$ cat src/hw/rtl/pvrm_pkg.sv
// Shared types and constants of the PCM voice resample mixer.
package pvrm_pkg;

    localparam int ACC_W      = 25;
    localparam int PCM_W      = 16;
    localparam int ADDR_IN_W  = 16;
    localparam int CFG_IDX_W  = 3;
    localparam int CFG_DATA_W = 19;
    localparam int BUF_W      = 17;
    localparam int STEP_W     = 19;
    localparam int GAIN_W     = 16;
    localparam int CUR_W      = 18;
    localparam int FRAC_W     = 16;
    localparam int PART_W     = 17;
    localparam int NUM_W      = 34;
    localparam int PROD_W     = 52;
    localparam int CALC_W     = 25;

    // Item opcodes.
    localparam logic [2:0] OPC_WRITE  = 3'd0;
    localparam logic [2:0] OPC_PLAY   = 3'd1;
    localparam logic [2:0] OPC_STOP   = 3'd2;
    localparam logic [2:0] OPC_SETCUR = 3'd3;
    localparam logic [2:0] OPC_MIX    = 3'd4;

    // Configuration register indexes.
    localparam logic [CFG_IDX_W-1:0] CFG_STEREO  = 3'd0;
    localparam logic [CFG_IDX_W-1:0] CFG_SIXTEEN = 3'd1;
    localparam logic [CFG_IDX_W-1:0] CFG_BUFFER  = 3'd2;
    localparam logic [CFG_IDX_W-1:0] CFG_STEP    = 3'd3;
    localparam logic [CFG_IDX_W-1:0] CFG_GAIN_L  = 3'd4;
    localparam logic [CFG_IDX_W-1:0] CFG_GAIN_R  = 3'd5;

    localparam logic [BUF_W-1:0]  BUFFER_RESET = 17'h10000;
    localparam logic [STEP_W-1:0] STEP_RESET   = 19'h10000;
    localparam logic [GAIN_W-1:0] GAIN_UNITY   = 16'h8000;

    localparam logic signed [ACC_W-1:0] ACC_MAX = 25'sh0FFFFFF;
    localparam logic signed [ACC_W-1:0] ACC_MIN = -25'sh1000000;
    localparam logic signed [PCM_W-1:0] PCM_MAX = 16'sh7FFF;
    localparam logic signed [PCM_W-1:0] PCM_MIN = -16'sh8000;
    localparam logic [7:0] SILENCE_8 = 8'd128;

    typedef enum logic [3:0] {
        DP_NONE,
        DP_LOAD,
        DP_CLEAR,
        DP_WRITE,
        DP_PLAY,
        DP_STOP,
        DP_MOD_ADDR,
        DP_SET_CURSOR,
        DP_MOD_FRAME,
        DP_WRAP_LOOP,
        DP_STOP_ONESHOT,
        DP_READ,
        DP_MUL1,
        DP_MUL2,
        DP_ADVANCE,
        DP_RESULT
    } dp_op_t;

    typedef struct packed {
        dp_op_t     op;
        logic [2:0] idx;
        logic       ch;
    } cmd_t;

    typedef struct packed {
        logic       clearing;
        logic       clear_last;
        logic       mod_busy;
        logic       mod_done;
        logic       playing;
        logic       looping;
        logic       cursor_ge_frames;
        logic       out_free;
        logic [2:0] opcode;
    } status_t;

endpackage

$ cat src/hw/rtl/pvrm_ctrl.sv
// Controller: sequences memory clearing, item decode, reads, multiplies and cursor update.
module pvrm_ctrl (
    input  logic              clk,
    input  logic              rst_n,
    input  logic              in_valid,
    output logic              in_ready,
    input  pvrm_pkg::status_t st,
    output pvrm_pkg::cmd_t    cmd
);

    typedef enum logic [3:0] {
        S_CLEAR,
        S_IDLE,
        S_DECODE,
        S_MOD_SET,
        S_WRAP_PRE,
        S_READ,
        S_READ_LAST,
        S_MUL1,
        S_MUL2,
        S_ADVANCE,
        S_ADV_CHECK,
        S_WRAP_POST,
        S_DONE
    } state_t;

    state_t     state_reg, state_next;
    logic [2:0] cnt_reg, cnt_next;
    logic       ch_reg, ch_next;

    always_comb
    begin
        state_next = state_reg;
        cnt_next   = cnt_reg;
        ch_next    = ch_reg;
        cmd.op     = pvrm_pkg::DP_NONE;
        cmd.idx    = cnt_reg;
        cmd.ch     = ch_reg;
        in_ready   = 1'b0;
        unique case (state_reg)
            S_CLEAR:
            begin
                cmd.op = pvrm_pkg::DP_CLEAR;
                if (st.clear_last)
                begin
                    state_next = S_IDLE;
                end
            end
            S_IDLE:
            begin
                in_ready = 1'b1;
                if (in_valid)
                begin
                    cmd.op     = pvrm_pkg::DP_LOAD;
                    state_next = S_DECODE;
                end
            end
            S_DECODE:
            begin
                state_next = S_DONE;
                unique case (st.opcode)
                    pvrm_pkg::OPC_WRITE: cmd.op = pvrm_pkg::DP_WRITE;
                    pvrm_pkg::OPC_PLAY:  cmd.op = pvrm_pkg::DP_PLAY;
                    pvrm_pkg::OPC_STOP:  cmd.op = pvrm_pkg::DP_STOP;
                    pvrm_pkg::OPC_SETCUR:
                    begin
                        cmd.op     = pvrm_pkg::DP_MOD_ADDR;
                        state_next = S_MOD_SET;
                    end
                    pvrm_pkg::OPC_MIX:
                    begin
                        if (st.playing)
                        begin
                            if (!st.cursor_ge_frames)
                            begin
                                cnt_next   = '0;
                                state_next = S_READ;
                            end
                            else if (st.looping)
                            begin
                                cmd.op     = pvrm_pkg::DP_MOD_FRAME;
                                state_next = S_WRAP_PRE;
                            end
                            else
                            begin
                                cmd.op = pvrm_pkg::DP_STOP_ONESHOT;
                            end
                        end
                    end
                    default: ;
                endcase
            end
            S_MOD_SET:
            begin
                if (st.mod_done)
                begin
                    cmd.op     = pvrm_pkg::DP_SET_CURSOR;
                    state_next = S_DONE;
                end
            end
            S_WRAP_PRE:
            begin
                if (st.mod_done)
                begin
                    cmd.op     = pvrm_pkg::DP_WRAP_LOOP;
                    cnt_next   = '0;
                    state_next = S_READ;
                end
            end
            S_READ:
            begin
                // Bytes 0..3 of the current frame, then bytes 0..3 of the next one.
                cmd.op   = pvrm_pkg::DP_READ;
                cnt_next = cnt_reg + 1'b1;
                if (cnt_reg == 3'd7)
                begin
                    state_next = S_READ_LAST;
                end
            end
            S_READ_LAST:
            begin
                ch_next    = 1'b0;
                state_next = S_MUL1;
            end
            S_MUL1:
            begin
                cmd.op     = pvrm_pkg::DP_MUL1;
                state_next = S_MUL2;
            end
            S_MUL2:
            begin
                cmd.op = pvrm_pkg::DP_MUL2;
                if (ch_reg)
                begin
                    state_next = S_ADVANCE;
                end
                else
                begin
                    ch_next    = 1'b1;
                    state_next = S_MUL1;
                end
            end
            S_ADVANCE:
            begin
                cmd.op     = pvrm_pkg::DP_ADVANCE;
                state_next = S_ADV_CHECK;
            end
            S_ADV_CHECK:
            begin
                state_next = S_DONE;
                if (st.cursor_ge_frames)
                begin
                    if (st.looping)
                    begin
                        cmd.op     = pvrm_pkg::DP_MOD_FRAME;
                        state_next = S_WRAP_POST;
                    end
                    else
                    begin
                        cmd.op = pvrm_pkg::DP_STOP_ONESHOT;
                    end
                end
            end
            S_WRAP_POST:
            begin
                if (st.mod_done)
                begin
                    cmd.op     = pvrm_pkg::DP_WRAP_LOOP;
                    state_next = S_DONE;
                end
            end
            S_DONE:
            begin
                if (st.out_free)
                begin
                    cmd.op     = pvrm_pkg::DP_RESULT;
                    state_next = S_IDLE;
                end
            end
            default: state_next = S_IDLE;
        endcase
    end

    always_ff @(posedge clk or negedge rst_n)
    begin
        if (!rst_n)
        begin
            state_reg <= S_CLEAR;
            cnt_reg   <= '0;
            ch_reg    <= 1'b0;
        end
        else
        begin
            state_reg <= state_next;
            cnt_reg   <= cnt_next;
            ch_reg    <= ch_next;
        end
    end

endmodule

$ cat config.mk
export PLATFORM = sky130hd
export DESIGN_NAME = pvrm_ctrl
export DESIGN_NICKNAME = d
export VERILOG_FILES = /design/src/hw/rtl/pvrm_pkg.sv /design/src/hw/rtl/pvrm_ctrl.sv
export SDC_FILE = /design/constraint.sdc
export NUM_CORES = 1
export LEC_CHECK = 0
export ABC_CLOCK_PERIOD_IN_PS = 2100
export BUFFER_PORTS_ARGS = -buffer_cell sky130_fd_sc_hd__buf_4
export CAP_MARGIN = 20
export CORE_MARGIN = 2
export CORE_UTILIZATION = 52
export DETAILED_ROUTE_END_ITERATION = 12
export PLACE_DENSITY = 0.78
export SLEW_MARGIN = 0
export SYNTH_ARGS = -nofsm -noshare
export SYNTH_HDL_FRONTEND = slang
export SYNTH_SLANG_ARGS = --single-unit
$ cat constraint.sdc
create_clock -name clk -period 2.1 [get_ports clk]
set_input_delay 0.42 -clock clk [delete_from_list [all_inputs] [get_ports clk]]
set_output_delay 0.42 -clock clk [all_outputs]
set_load 0.05 [all_outputs]
Yosys cells after proc, flatten, opt, wreduce, memory -nomap -nowiden --
Index checks and enable logic that the tools add are counted.
Storage, ports and cells: register bits 8, input bits 14, output and inout port bits 9, logic and storage cells 68
Operators by class: add/sub/neg operators 1, equal/unequal tests 26, muxes and demuxes 30, reductions and logical operators 8
Operator list (count):
- $mux W4 | 14
- $pmux W4 S12 | 1
- $pmux W4 S11 | 1
- $mux W3 | 7
- $eq A4 B4 Y1 const B | 5
- $pmux W4 S5 | 1
- $eq A4 B3 Y1 const B | 4
- $ne A2 B2 Y1 const B | 8
- $pmux W3 S3 | 1
- $eq A4 B2 Y1 const B | 2
- $pmux W4 S2 | 1
- $eq A3 B2 Y1 const B | 2
- $eq A3 B3 Y1 const B | 2
- $reduce_and A6 Y1 | 1
- $reduce_and A5 Y1 | 1
- $eq A4 B1 Y1 const B | 1
- $logic_not A4 Y1 | 1
- $reduce_or A2 Y1 | 2
- $add A3 B1 Y3 const B | 1
- $eq A3 B1 Y1 const B | 1
- $logic_not A3 Y1 | 1
- $reduce_bool A3 Y1 | 1
- $mux W1 | 2
- $mux W2 | 1
- 3 further kinds | 3

Longest topological paths before layout --
Gate-level depths: netlist (run 1).
depth after elaboration 5, gate-level depth with buffers 6, gate-level depth less buffers 6

Worst setup path before layout (run 1) --
OpenSTA, ideal clock, no wires.
path type register to output, start point register state_reg[1], end point output cmd[4] in the netlist's numbering, data arrival time 1953 ps, setup slack -273 ps, stages on the path, launching flop included 6, cell sequence dfrtp_1 buf_4 nand2b_1 nor2_1 a21oi_1 o21ai_0
RTL lines:
- start: declaration | RTL line pvrm_ctrl.sv:27 | state_t state_reg, state_next;
- start signal: assignment | RTL line pvrm_ctrl.sv:194 | state_reg <= state_next;
- end: declaration | RTL line pvrm_ctrl.sv:8 | output pvrm_pkg::cmd_t cmd

==> results.md, run 1 <==
- GP Congestion: 0.925
- Critical path arrival: 1.65 ns
- R2r startpoint: state_reg[1]
- Chip height: 46.5 um
- Design area: 1260 um2
- Post-synthesis cell area: 941 um2
- Synth unique cells: 45
- Worst setup startpoint: state_reg[1]
- Top_reg_cell synth: dfrtp_1
- Post-synth EDFFs: 0
- Slew Limit Headroom: 79.3%
- Final worst path period share: 98.8%
- Worst slack, placed: 0.0950 ns
- Peak supply drop: 1300 uV
- Ports: 23
- Upper clock frequency limit: 482 MHz
- Skew final: 0.00341 ns
- Setup-failing EPs final: 0
- Endpoints failing hold: 0
- Reported leakage power: 0.570 nW
- Power Density: 1820 nW/um2
- Required @ worst endpoint: 1.68 ns
- Ratio of cells with drive above 1 in the final layout: 43.7%
- Largest net degree at the start of global routing: 16
- DRC viols: 0
- Worst-path clk slew: 0.05 ns
- Async SR Flop Fraction: 100%
- Max FFs per register: 4
- Final ANT Viol Nets: 0
- Setup Total Neg Slack: 0 ns
- Status: finished, final reports clean
- RSZ-0062 raised after global routing: yes
- Max cap viols: 0
- Critical Path Fanout Max: 7
- Synth-to-Final Area Change: 34.3%
- Post-Route WL: 2680 um
- Kind of end point of the critical path: output port
- Die width: 46.5 um
- Tot GR Track Use: 24.8%
- Dpl cell area: 1110 um2
- Startpoint types: flip-flop
- Post-Syn Nets: 129
- Vias: 1036
- Antenna Cells: 0
- Die footprint: 2170 um2
- CTS tree: done
- Sequential area share after synthesis: 21.3%
- Fin util: 74.0%
- Clk buf depth: 2
- Synth Instances: 113
- Worst slew pin tran: 0.309 ns
- Clock root cell: clkbuf_4
- DR pass1 iterations: 4
- Post-synthesis average cell area: 8.33 um2
- Core area: 1710 um2
- Starting DRT DRC Count: 49
- Number of global-route vias before repair: 868
- Worst min path class: primary input to asynchronous set/reset pin
- Fin worst setup slack: 0.0251 ns
- Post-DP HPWL: 1830 um
- H-tree depth: 1
- Yosys reg bits: 8
- Nets: 160
- Remaining Overflow, GRT: 0
- CTS buffer count: 3
- WL/cell: 16.0 um
- Max Slew Vio Count: 0
- First-pass GRT wire length: 3900 um
- Crit path kind: flip-flop to output port
- Antenna violations before repair: 0
- Clock Latency Late Sink: 0.25 ns
- Initial Util: 55.1%
- CTS sink count: 8
- Pwr Total: 2.30 mW
- Tmin final: 2.07 ns
- Syn. warnings: 0
- Vias per inst: 6.20
- I/O Buffers: 20
- Num rows: 15
-- power breakdown --
group / switching (mW) / internal (mW) / total, mW / leakage [nW]
logic: 1.06 / 0.781 / 1.84 / 0.465
registers: 0.114 / 0.230 / 0.344 / 0.0913
clock network: 0.0472 / 0.0650 / 0.112 / 0.0138
total: 1.22 / 1.08 / 2.30 / 0.570
-- layer usage --
layer / GRT usage [%] / wire length, um
met1: 35.5 / 1130
met4: 1.14 / 0
met5: 0 / 0
met2: 40.3 / 1300
met3: 4.71 / 244
-- worst max-delay path: stages, from the launching register on --
cell      delay, ns
dfrtp_2        0.46
nor3b_2        0.21
nand2_1        0.12
mux2_2         0.30
o211ai_1       0.10
buf_4          0.22
-- cells in the final DEF (no fill, tap or decap), types with 3 or more instances in the layout --
master and n:
clkbuf_4 3, nor2_1 6, nor3_1 3, buf_6 4
dfrtp_1 4, nand3_1 3, nand2b_1 6, o21ai_0 5
a21boi_0 3, buf_4 31, inv_1 5, a21oi_1 7
dfrtp_2 4, nand2_1 6, o211ai_1 4
-- Yosys cell counts, drive strengths merged (3+ instances only) --
cell     n  area (um2)
o211ai   4        30.0
nor3     6        35.0
a21boi   3        22.5
o21ai    7        35.0
inv      6        22.5
nor2b    3        18.8
nand2b   7        43.8
a21oi    7        35.0
buf     10        76.3
nand3    3        15.0
nand2    7        28.8
dfrtp    8         200
nor2     7        26.3
-- metrics by stage --
step | hold slack (ns) | cells
floorplan | 0.124 | 113
global placement | 0.241 | 156
detailed placement | 0.242 | 156
CTS | 0.522 | 162
global route | 0.522 | 167
finish | 0.517 | 167
-- final cells by class --
type | instances | area [um2]
multi-input combinational | 88 | 689
fill | 130 | 444
timing repair buffer | 37 | 293
sequential | 8 | 205
tap | 25 | 31.3
clock buffer | 3 | 22.5
inverter | 6 | 22.5
-- kinds of logic after synthesis --
logic type	after synthesis	share of synthesized area [%]
simple gates	40	25.4
buf+inv	17	10.9
fa+ha+maj	2	2.66
compound gates	42	34.8
mux	4	4.92
flops	8	21.3
-- worst paths after layout --
| check | to | slack [ns] | cells past startpoint |
|---|---|---|---|
| hold / removal | state_reg[3] | 0.52 | 2 |
| max in group asynchronous | state_reg[1] | 1.44 | 2 |
| setup / recovery | cmd[6] | 0.03 | 5 |
| hold reg to reg | cnt_reg[1] | 0.53 | 1 |
| setup reg to reg | cnt_reg[0] | 0.49 | 5 |
| min in group clk | cnt_reg[1] | 0.53 | 1 |
-- repair_timing --
item,in CTS,in global routing
buffers inserted,2,5
hold buffers,1,0
setup endpoints to repair,3,4
gates resized for setup,5,15
pin swaps,0,3
hold endpoints to repair,8,0
Power figures use the tool's default switching activity.
==> run 2: changes to the inputs <==
--- a/config.mk
+++ b/config.mk
@@ -12,6 +12,7 @@
 export CORE_UTILIZATION = 52
 export DETAILED_ROUTE_END_ITERATION = 12
 export PLACE_DENSITY = 0.78
+export REMOVE_ABC_BUFFERS = 1
 export SLEW_MARGIN = 0
 export SYNTH_ARGS = -nofsm -noshare
 export SYNTH_HDL_FRONTEND = slang
==> run 2 against run 1 <==
Sequential power barely moved. Hold slack barely moved. Non-clock buffer count fell by 3. Maximum frequency fell by 0.64%. Final cell count fell by 1.8%. Combinational power fell by 3%. Utilization fell by 2.2 points. Largest power group unchanged.
==> results.md, run 2 (synthesis gave the netlist of run 1 again) <==
- Commonest non-fill, non-tap cells in the layout: buf_4, a21oi_1, nor2_1, nand2_1 (was buf_4, a21oi_1, nand2b_1, nor2_1, nand2_1)
- Startpoint types: flip-flop (unchanged)
- Die footprint: 2170 um2 (unchanged)
- DR pass1 iterations: 4 (unchanged)
- WL/cell: 15.7 um (was 16.0 um)
- Max cap viols: 0 (unchanged)
- Worst slew pin tran: 0.309 ns (about the same)
- Antenna Cells: 0 (unchanged)
- Post-DP HPWL: 1810 um (was 1830 um)
- Fin util: 71.8% (was 74.0%)
- I/O Buffers: 20 (unchanged)
- Vias per inst: 6.26 (was 6.20)
- Final worst path period share: 99.4% (was 98.8%)
- Worst setup startpoint: state_reg[1] (unchanged)
- Endpoints failing hold: 0 (unchanged)
- Chip height: 46.5 um (unchanged)
- Vias: 1027 (was 1036)
- Most common cell after layout, fill and taps aside: buf_4 (unchanged)
- R2r startpoint: cnt_reg[0] (was state_reg[1])
- Reported leakage power: 0.548 nW (was 0.570 nW)
- Ports: 23 (unchanged)
- Skew final: 0.00283 ns (was 0.00341 ns)
- Crit path kind: flip-flop to output port (unchanged)
- Hold WS: 0.516 ns (was 0.517 ns)
- Tot GR Track Use: 25.7% (was 24.8%)
- Max FFs per register: 4 (unchanged)
- Core area: 1710 um2 (unchanged)
- CTS sink count: 8 (unchanged)
- Peak supply drop: 963 uV (was 1300 uV)
- Initial Util: 55.1% (unchanged)
- Setup Total Neg Slack: 0 ns (unchanged)
- Status: finished, final reports clean (unchanged)
- RSZ-0062 raised after global routing: yes (unchanged)
- Upper clock frequency limit: 479 MHz (was 482 MHz)
- Required @ worst endpoint: 1.68 ns (about the same)
- Worst-path clk slew: 0.05 ns (about the same)
- Largest net degree at the start of global routing: 20 (was 16)
- CTS buffer count: 3 (unchanged)
- H-tree depth: 1 (unchanged)
- Clock root cell: clkbuf_4 (unchanged)
- Num rows: 15 (unchanged)
- Non-Filler Instances: 164 (was 167)
- Nets: 157 (was 160)
- Remaining Overflow, GRT: 0 (unchanged)
- Slew Limit Headroom: 79.4% (was 79.3%)
- Clock Latency Late Sink: 0.25 ns (about the same)
- CTS tree: done (unchanged)
- Power Density: 1820 nW/um2 (about the same)
- Antenna violations before repair: 0 (unchanged)
- Post-Route WL: 2580 um (was 2680 um)
- Final ANT Viol Nets: 0 (unchanged)
- Tmin final: 2.09 ns (was 2.07 ns)
- Worst slack, placed: 0.120 ns (was 0.0950 ns)
- Placed cell count: 154 (was 156)
- Critical path arrival: 1.67 ns (was 1.65 ns)
- GP Congestion: 0.866 (was 0.925)
- Setup-failing EPs final: 0 (unchanged)
- Worst min path class: primary input to asynchronous set/reset pin (unchanged)
- Fin worst setup slack: 0.0117 ns (was 0.0251 ns)
- Max Slew Vio Count: 0 (unchanged)
- Number of global-route vias before repair: 927 (was 868)
- Kind of end point of the critical path: output port (unchanged)
- Die width: 46.5 um (unchanged)
- # fillers: 146 (was 130)
- Starting DRT DRC Count: 79 (was 49)
- Critical Path Fanout Max: 8 (was 7)
- Clk buf depth: 2 (unchanged)
- First-pass GRT wire length: 3980 um (was 3900 um)
- DRC viols: 0 (unchanged)
- Ratio of cells with drive above 1 in the final layout: 41.0% (was 43.7%)
- Synth-to-Final Area Change: 30.3% (was 34.3%)
==> run 2: changes by cell type in the layout (fill, tap and decap cells not counted), sizes merged <==
| cell | previous run | this run |
|---|---|---|
| buf | 36 | 33 |
==> run 2: routing by layer <==
| metal | global-route usage (%) | vias to the layer above | share of wire, % | wire [um] |
|---|---|---|---|---|
| met4 | 6.29 | 0 | 0.66 | 17 |
| met5 | 0 | - | 0 | 0 |
| li1 | - | 481 | - | - |
| met1 | 32.2 | 481 | 41 | 1070 |
| met3 | 8.24 | 4 | 9.0 | 232 |
| met2 | 42.5 | 61 | 49 | 1260 |
==> run 2: worst paths after layout <==
path | slack [ns] | to | cells past startpoint
max in group asynchronous | 1.45 | state_reg[1] | 2
max reg2reg | 0.48 | state_reg[3] | 6
max | 0.01 | cmd[6] | 5
min | 0.52 | cnt_reg[1] | 2
min reg2reg | 0.54 | cnt_reg[1] | 1
min in group clk | 0.54 | cnt_reg[1] | 1
==> run 2: area by class of cell <==
cell class,count,area (um2),area share [%]
clock buffers,3,22.5,1.84
inverters,6,22.5,1.84
multi-input cells,88,668,54.5
flip-flops and latches,8,205,16.7
well taps,25,31.3,2.55
repair buffers,34,277,22.6
==> run 2: stage by stage <==
step	total power [mW]	area [um2]
final	2.24	1230
after global routing	2.38	1230
after CTS	2.08	1170
after detailed placement	1.87	1090
after global placement	1.84	1090
after floorplan	1.41	861
==> run 2: repair_timing <==
item,CTS,global route
endpoints found under the setup margin,3,3
hold endpoints to repair,8,0
gates resized for setup,6,14
buffers inserted,4,2
hold buffers,1,0
==> run 2: power by group <==
group | switching [mW] | total, mW | internal (mW)
Clock | 0.0490 | 0.114 | 0.0652
Combinational | 1.03 | 1.78 | 0.748
Sequential | 0.114 | 0.344 | 0.230
==> run 2: critical path: stages, from the launching register on <==
cell and delay, ns:
dfrtp_2 0.47, nor3b_4 0.21, nand2_1 0.11, mux2_2 0.29, o211ai_1 0.11, buf_4 0.23
